===== config.mk =====
export PLATFORM = sky130hd
export DESIGN_NAME = bsds_ctrl
export DESIGN_NICKNAME = d
export VERILOG_FILES = /design/src/hdl/bsds_pkg.sv /design/src/hdl/bsds_ctrl.sv
export SDC_FILE = /design/constraint.sdc
export NUM_CORES = 1
export LEC_CHECK = 0
export ABC_CLOCK_PERIOD_IN_PS = 1800
export BUFFER_PORTS_ARGS = -buffer_cell sky130_fd_sc_hd__buf_2
export CORE_AREA = 4 4 41 43
export DETAILED_ROUTE_END_ITERATION = 8
export DIE_AREA = 0 0 45 47
export GPL_ROUTABILITY_DRIVEN = 0
export GPL_TIMING_DRIVEN = 1
export PLACE_DENSITY = 0.68
export SYNTH_ARGS = -nofsm -noshare
export SYNTH_HDL_FRONTEND = slang
export SYNTH_SLANG_ARGS = --single-unit
export TNS_END_PERCENT = 30

===== constraint.sdc =====
create_clock -name i_clk -period 1.8 [get_ports i_clk]
set_clock_uncertainty 0.2 [all_clocks]
set_input_delay 0.36 -clock i_clk [delete_from_list [all_inputs] [get_ports i_clk]]
set_output_delay 0.36 -clock i_clk [all_outputs]
set_load 0.01 [all_outputs]

===== src/hdl/bsds_pkg.sv =====
// ----------------------------------------------------------------------------
// bsds_pkg
// shared types, constants and helpers for the battery soc display smoother
// ----------------------------------------------------------------------------
package bsds_pkg;

    localparam int LVL_W  = 23;                  // percent q7.16
    localparam int LW     = 46;                  // signed working width for level sums
    localparam int QW     = 43;                  // quotient magnitude bits kept
    localparam int NUM_W  = 64;                  // divider dividend width
    localparam int DEN_W  = 49;                  // divider divisor width

    localparam logic [LVL_W-1:0] FULL_LVL = 23'd6553600;
    localparam logic [LVL_W-1:0] HALF_PCT = 23'd32768;
    localparam logic [LVL_W-1:0] PCT1     = 23'd65536;
    localparam logic [LVL_W-1:0] PCT3     = 23'd196608;
    localparam logic [LVL_W-1:0] PCT5     = 23'd327680;
    localparam logic [LVL_W-1:0] PCT6     = 23'd393216;
    localparam logic [LVL_W-1:0] PCT8     = 23'd524288;
    localparam logic [LVL_W-1:0] PCT10    = 23'd655360;
    localparam logic [LVL_W-1:0] PCT90    = 23'd5898240;
    localparam logic [LVL_W-1:0] PCT92    = 23'd6029312;
    localparam logic [LVL_W-1:0] PCT95    = 23'd6225920;
    localparam logic [LVL_W-1:0] PCT97    = 23'd6356992;

    localparam logic [1:0] BST_IDLE = 2'd0;
    localparam logic [1:0] BST_CHG  = 2'd1;
    localparam logic [1:0] BST_DIS  = 2'd2;

    typedef enum logic [3:0] {
        S_IDLE, S_TMUL, S_TDIV, S_TWAIT, S_TUPD, S_SEL, S_RM0, S_RM1,
        S_RM2, S_RM3, S_SDIV, S_SWAIT, S_SUPD, S_DONE
    } t_state;

    typedef enum logic [3:0] {
        OP_NONE, OP_LOAD, OP_TMUL, OP_DIVGO, OP_TUPD, OP_SEL, OP_RM0, OP_RM1,
        OP_RM2, OP_RM3, OP_SUPD, OP_PUB
    } t_op;

    // how the shown level moves this tick
    typedef enum logic [2:0] {
        BR_HOLD, BR_END, BR_BLEND, BR_RATIO, BR_SNAP, BR_STEP, BR_KEEP
    } t_br;

    typedef struct packed {
        t_op op;
    } t_cmd;

    typedef struct packed {
        logic div_busy;
        logic need_tdiv;
        t_br  br;
        logic ratio_ok;
    } t_stat;

    function automatic logic [LVL_W-1:0] clamp_lvl(input logic signed [LW-1:0] v);
        logic [LVL_W-1:0] r;
        if (v < 0) begin
            r = '0;
        end else if (v > $signed({{(LW-LVL_W){1'b0}}, FULL_LVL})) begin
            r = FULL_LVL;
        end else begin
            r = v[LVL_W-1:0];
        end
        return r;
    endfunction

endpackage


===== src/hdl/bsds_ctrl.sv =====
// ----------------------------------------------------------------------------
// bsds_ctrl
// sequencer for one tick: target step, branch choice, shown step, publish
// ----------------------------------------------------------------------------
module bsds_ctrl (
    input  logic               i_clk,
    input  logic               i_rst_n,
    input  logic               i_in_valid,
    output logic               o_in_ready,
    output logic               o_out_valid,
    input  logic               i_out_ready,
    input  bsds_pkg::t_stat    i_stat,
    output bsds_pkg::t_cmd     o_cmd
);
    bsds_pkg::t_state r_state, n_state;
    logic             r_ov, n_ov;

    always_ff @(posedge i_clk) begin
        if (!i_rst_n) begin
            r_state <= bsds_pkg::S_IDLE;
            r_ov    <= 1'b0;
        end else begin
            r_state <= n_state;
            r_ov    <= n_ov;
        end
    end

    always_comb begin
        n_state    = r_state;
        o_cmd.op   = bsds_pkg::OP_NONE;
        o_in_ready = 1'b0;
        n_ov       = (r_ov && i_out_ready) ? 1'b0 : r_ov;
        unique case (r_state)
            bsds_pkg::S_IDLE: begin
                o_in_ready = 1'b1;
                if (i_in_valid) begin
                    o_cmd.op = bsds_pkg::OP_LOAD;
                    n_state  = bsds_pkg::S_TMUL;
                end
            end
            bsds_pkg::S_TMUL: begin
                o_cmd.op = bsds_pkg::OP_TMUL;
                n_state  = bsds_pkg::S_TDIV;
            end
            bsds_pkg::S_TDIV: begin
                if (i_stat.need_tdiv) begin
                    o_cmd.op = bsds_pkg::OP_DIVGO;
                    n_state  = bsds_pkg::S_TWAIT;
                end else begin
                    n_state = bsds_pkg::S_TUPD;
                end
            end
            bsds_pkg::S_TWAIT: begin
                if (!i_stat.div_busy) begin
                    n_state = bsds_pkg::S_TUPD;
                end
            end
            bsds_pkg::S_TUPD: begin
                o_cmd.op = bsds_pkg::OP_TUPD;
                n_state  = bsds_pkg::S_SEL;
            end
            bsds_pkg::S_SEL: begin
                o_cmd.op = bsds_pkg::OP_SEL;
                case (i_stat.br) inside
                    bsds_pkg::BR_RATIO: begin
                        n_state = i_stat.ratio_ok ? bsds_pkg::S_RM0 : bsds_pkg::S_SUPD;
                    end
                    bsds_pkg::BR_END, bsds_pkg::BR_BLEND, bsds_pkg::BR_STEP: begin
                        n_state = bsds_pkg::S_SDIV;
                    end
                    default: begin
                        n_state = bsds_pkg::S_SUPD;
                    end
                endcase
            end
            bsds_pkg::S_RM0: begin
                o_cmd.op = bsds_pkg::OP_RM0;
                n_state  = bsds_pkg::S_RM1;
            end
            bsds_pkg::S_RM1: begin
                o_cmd.op = bsds_pkg::OP_RM1;
                n_state  = bsds_pkg::S_RM2;
            end
            bsds_pkg::S_RM2: begin
                o_cmd.op = bsds_pkg::OP_RM2;
                n_state  = bsds_pkg::S_RM3;
            end
            bsds_pkg::S_RM3: begin
                o_cmd.op = bsds_pkg::OP_RM3;
                n_state  = bsds_pkg::S_SDIV;
            end
            bsds_pkg::S_SDIV: begin
                o_cmd.op = bsds_pkg::OP_DIVGO;
                n_state  = bsds_pkg::S_SWAIT;
            end
            bsds_pkg::S_SWAIT: begin
                if (!i_stat.div_busy) begin
                    n_state = bsds_pkg::S_SUPD;
                end
            end
            bsds_pkg::S_SUPD: begin
                o_cmd.op = bsds_pkg::OP_SUPD;
                n_state  = bsds_pkg::S_DONE;
            end
            bsds_pkg::S_DONE: begin
                if (!r_ov || i_out_ready) begin
                    o_cmd.op = bsds_pkg::OP_PUB;
                    n_ov     = 1'b1;
                    n_state  = bsds_pkg::S_IDLE;
                end
            end
            default: begin
                n_state = bsds_pkg::S_IDLE;
            end
        endcase
    end

    assign o_out_valid = r_ov;
endmodule


# [Word-level counts from Yosys, hierarchy flattened]
# Cells that the tools add are included.
[op_classes] eq_ne=21 reduce_logical=6 mux=17
[ops] op="case mux 4 bit (14 select lines)" n=1
[ops] op="case mux 4 bit (12 select lines)" n=1
[ops] op="two-way mux 4 bit" n=7
[ops] op="equality test 4 bit (second input constant)" n=6
[ops] op="equality test 4 x 3 -> 1 bit (second input constant)" n=4
[ops] op="equality test 4 x 2 -> 1 bit (second input constant)" n=2
[ops] op="!= test 2 bit (second input constant)" n=4
[ops] op="equality test 3 x 2 -> 1 bit (second input constant)" n=2
[ops] op="two-way mux 3 bit" n=2
[ops] op="two-way mux 1 bit" n=5
[ops] op="equality test 4 x 1 -> 1 bit (second input constant)" n=1
[ops] op="zero test 4 bit" n=1
[ops] op="AND reduction 4 bit" n=1
[ops] op="equality test 3 x 1 -> 1 bit (second input constant)" n=1
[ops] op="equality test 3 bit (second input constant)" n=1
[ops] op="OR reduction 3 bit" n=1
[ops] op="two-way mux 2 bit" n=1
[ops] op="logical AND 1 bit" n=1
[ops] op="zero test 1 bit" n=1
[ops] op="logical OR 1 bit" n=1
[totals] elab_cells=46 inputBits=10 reg_bits=5

# [Depth between registers and ports, before layout]
[depth] depth_word=5 ltp_mapped=5 depth_no_buf=4

# [Worst setup path after synthesis]
# Ideal clock, no wire load.
[synth_timing] kind="register to output" from="reg r_state[0]" to="out o_cmd[0] in the netlist's numbering" slack_ns=0.052 required_time_ns=1.240 path_stages_with_launch=6 path_buffers=1 t_arrival_ns=1.188 cell_sequence="dfxtp_1 > buf_6 > or4b_1 > a21oi_1 > a21oi_1 > o21ai_1"
[synth_rtl] element="start, declared" line_no="bsds_ctrl.sv:15" text="bsds_pkg::t_state r_state, n_state;"
[synth_rtl] element="start signal, assigned" line_no="bsds_ctrl.sv:20" text="r_state <= bsds_pkg::S_IDLE;"
[synth_rtl] element="start signal, assigned" line_no="bsds_ctrl.sv:23" text="r_state <= n_state;"
[synth_rtl] element="end, declared" line_no="bsds_ctrl.sv:13" text="output bsds_pkg::t_cmd o_cmd"

==> run summary <==
The flow ran to the end, but the final reports show violations. The checks that failed: negative setup slack. The die covers 2115 um^2. The share of layout cells above drive strength 1 is 0.3372. Summing all flip-flop and latch instances after layout gives 101.3 um^2. The clock passes through at most 2 buffers.

Setup slack on the worst reg-to-reg path comes out at 0.10 ns. In the final design database the tool counted 97 nets. Compared with the post-synthesis result, the final layout area differs by 26.78%.

The endpoint class of the critical path is an output port. The tools report the number of standard cells after synthesis as 68. The kind of launch point of the worst setup path is a flop.

The final layout contains routed wiring with a total length of 1247 um. The number of global-route vias before repair came out at 474. Setup repair after global routing could not meet its margin everywhere.

Worst hold path class: input pin to flop. The tools report the count of endpoints failing hold in the final timing report as 0. The core utilization of the finished layout is 0.4962. The number of filler instances in the final layout is 148. The Yosys step of the flow raised 0 warnings.

The required arrival time at the worst endpoint was 1.24 ns; the number of H-tree levels was 1. For the peak clock frequency supported by timing, the log shows 499.2 MHz. Using the TritonRoute via totals, the vias-per-cell ratio works out to 5.505. In this run the count of I/O pins placed on the die edge is 16. The die is 47 um tall. Buffers added to address setup during post-CTS repair amount to 0.

The tool flagged a number of max-cap violations equal to 0. The clock edge transition at the registers on the reported setup and hold paths is 0.05 ns, and the post-detailed-placement half-perimeter wirelength is 921.5 um. Setup violations remaining at the end of the flow were counted as 2. The number of port buffers came out at 15. The stage delay of the slowest cell on the critical path came out at 0.53 ns.

Total CTS buffers: 3. Traced cell by cell, the critical path runs through or4b_4 -> a21oi_2 -> a21oi_1 -> o21ai_1 -> buf_2. Max-slew violation count: 0. In the final routed layout, each cell accounts on average for 12.35 um. On the critical path, the stage with the largest delay is an instance of sky130_fd_sc_hd__or4b_4. The number of diodes added for antenna fixing was 0; the share of flip-flops with an asynchronous set or reset after synthesis was 0.

For the proportion of synthesized chip area in sequential cells, the log shows 0.1966. For the overall routing resource usage, the log shows 0.1209. IR analysis of the VDD net gives a maximum drop of 0.5690 mV. The tools report the effective utilization at floorplan as 0.3913. The tools report the net count of the mapped netlist as 78.

The power density over cell area was 1268 nW/um^2. The analysis attributes to cell leakage a power of 0.0002759 uW. The pin count of the biggest net entering global routing is 19, and the worst-margin pin slew is 0.3078 ns. Measured along the x axis, the die boundary spans 45 um. The critical path is of the flop to output port type.

The final cycle utilization of the critical path was 1.113. The largest fanout on the critical path was 2. The tools report the number of antenna violations at the first check in global routing as 0. In this run, post-CTS hold repair placed 0 buffers. The total negative setup slack is -0.3252 ns. The netlist uses 34 different library cells.

The cell row count came out at 13. The area of the core region was 1301 um^2. The insertion delay to the later sink of the worst-skew pair is 0.24 ns. Number of sinks handled by clock tree synthesis: 5. The number of enable flip-flop cells after synthesis was 0. The number of remaining DRC errors was 0. The time the worst path needs with I/O delays and setup was 2.003 ns; the multi-input combinational cell area was 390.4 um^2. The routed layout has 556 vias.

The combined buffer and inverter count along the critical path is 1. The total overflow left after global routing is 0. TritonCTS built the clock tree. For the worst setup margin, the log shows -0.2032 ns. Before antenna repair, the detailed router went through 4 iterations. The kind of cell with the highest combined delay along the critical path is simple AND/OR/NAND/NOR gates. The tools report the worst slew margin relative to its limit as 0.7940. The register bit total from synthesis was 5; the data arrival time of the worst path was 1.44 ns. The final antenna-violating net count is 0, and the area of the mapped netlist is 509.2 um^2.

In this run the mean area of a mapped cell was 7.489 um^2. First-pass GRT wire length: 1952 um. The starting DRC count in detailed routing was 18. The leading register cell type out of synthesis was sky130_fd_sc_hd__dfxtp_1. In this run the clock root is driven by a sky130_fd_sc_hd__clkbuf_4.
-- worst paths after layout --
path	startpoint	to	cells after the start
setup reg to reg	r_state[1]$_SDFFE_PN0P_	r_state[0]$_SDFFE_PN0P_	5
setup / recovery	r_state[2]$_SDFFE_PN0P_	o_cmd[0]	5
hold / removal	i_rst_n	o_out_valid$_SDFF_PN0_	2
hold reg to reg	o_out_valid$_SDFF_PN0_	r_state[2]$_SDFFE_PN0P_	3
-- power breakdown --
part	leakage [uW]	switching (uW)	internal, uW
combinational	0.000220	278	246
clock	0.0000150	43.9	83.7
sequential	0.0000414	27.0	141
-- layout make-up --
cell class	instances	share of cell area
Multi-Input combinational cell	58	0.6047
Timing Repair Buffer	19	0.1686
Sequential cell	5	0.1570
Clock buffer	4	0.04070
Tap cell	15	0.02907
-- cells in the final DEF (no fill, tap or decap), types with 2 or more instances in the layout --
cell type                  instances
sky130_fd_sc_hd__o21ai_1           4
sky130_fd_sc_hd__a21oi_1           5
sky130_fd_sc_hd__and2_1            2
sky130_fd_sc_hd__buf_4             3
sky130_fd_sc_hd__clkbuf_4          3
sky130_fd_sc_hd__o21ai_0           2
sky130_fd_sc_hd__dfxtp_1           4
sky130_fd_sc_hd__buf_2            15
sky130_fd_sc_hd__nand2_1           7
sky130_fd_sc_hd__nand2b_1          4
sky130_fd_sc_hd__nor2b_1           6
sky130_fd_sc_hd__nor3_1            2
sky130_fd_sc_hd__nand3_1           2
sky130_fd_sc_hd__nor2_1            3
-- registers in the layout, indices dropped and copies added, names as in the netlist --
register / cells
r_state: 4
o_out_valid: 1
-- logic make-up after synthesis --
group / share of synthesized area
xor gates and xnor gates: 0.01720
DFF: 0.1966
muxes: 0.01966
AOI/OAI and AO/OA: 0.3096
and+or+nand+nor: 0.4054
buffers and inverters: 0.05159
-- per-stage QoR --
step | total power, uW | cells | setup WS (ns) | instance area (um^2) | hold slack, ns
floorplan | 535.8 | 68 | 0.05191 | 509.2 | 0.2685
global placement | 659.2 | 97 | -0.05454 | 606.8 | 0.4147
detailed placement | 663.6 | 97 | -0.04444 | 606.8 | 0.4206
CTS | 806.6 | 101 | -0.2044 | 638.1 | 0.2074
global route | 876.5 | 101 | -0.2706 | 645.6 | 0.2224
finish | 818.5 | 101 | -0.2032 | 645.6 | 0.2144
-- synthesized netlist by cell type, types with 2 or more instances --
cell	count	area [um^2]
sky130_fd_sc_hd__a21oi_1	6	30.03
sky130_fd_sc_hd__and2_1	2	12.51
sky130_fd_sc_hd__clkbuf_1	3	11.26
sky130_fd_sc_hd__dfxtp_1	5	100.1
sky130_fd_sc_hd__nand2_1	7	26.28
sky130_fd_sc_hd__nand2b_1	4	25.02
sky130_fd_sc_hd__nand3_1	2	10.01
sky130_fd_sc_hd__nor2_1	3	11.26
sky130_fd_sc_hd__nor2b_1	6	37.54
sky130_fd_sc_hd__nor3_1	2	10.01
sky130_fd_sc_hd__o21ai_0	2	10.01
sky130_fd_sc_hd__o21ai_1	4	20.02
-- routing by layer --
layer / GRT usage / share of wire / up-vias
met1: 0.1595 / 0.46 / 255
li1: - / - / 285
met4: 0 / 0 / 0
met3: 0.04598 / 0.060 / 0
met5: 0 / 0 / -
met2: 0.2006 / 0.48 / 16
-- what timing repair did --
action | 4_1_cts | 5_1_grt
setup endpoints to repair | 2 | 3
pin swaps | 2 | 0
resized for setup | 2 | 2
Note: power is estimated with default switching activity, not from simulation.
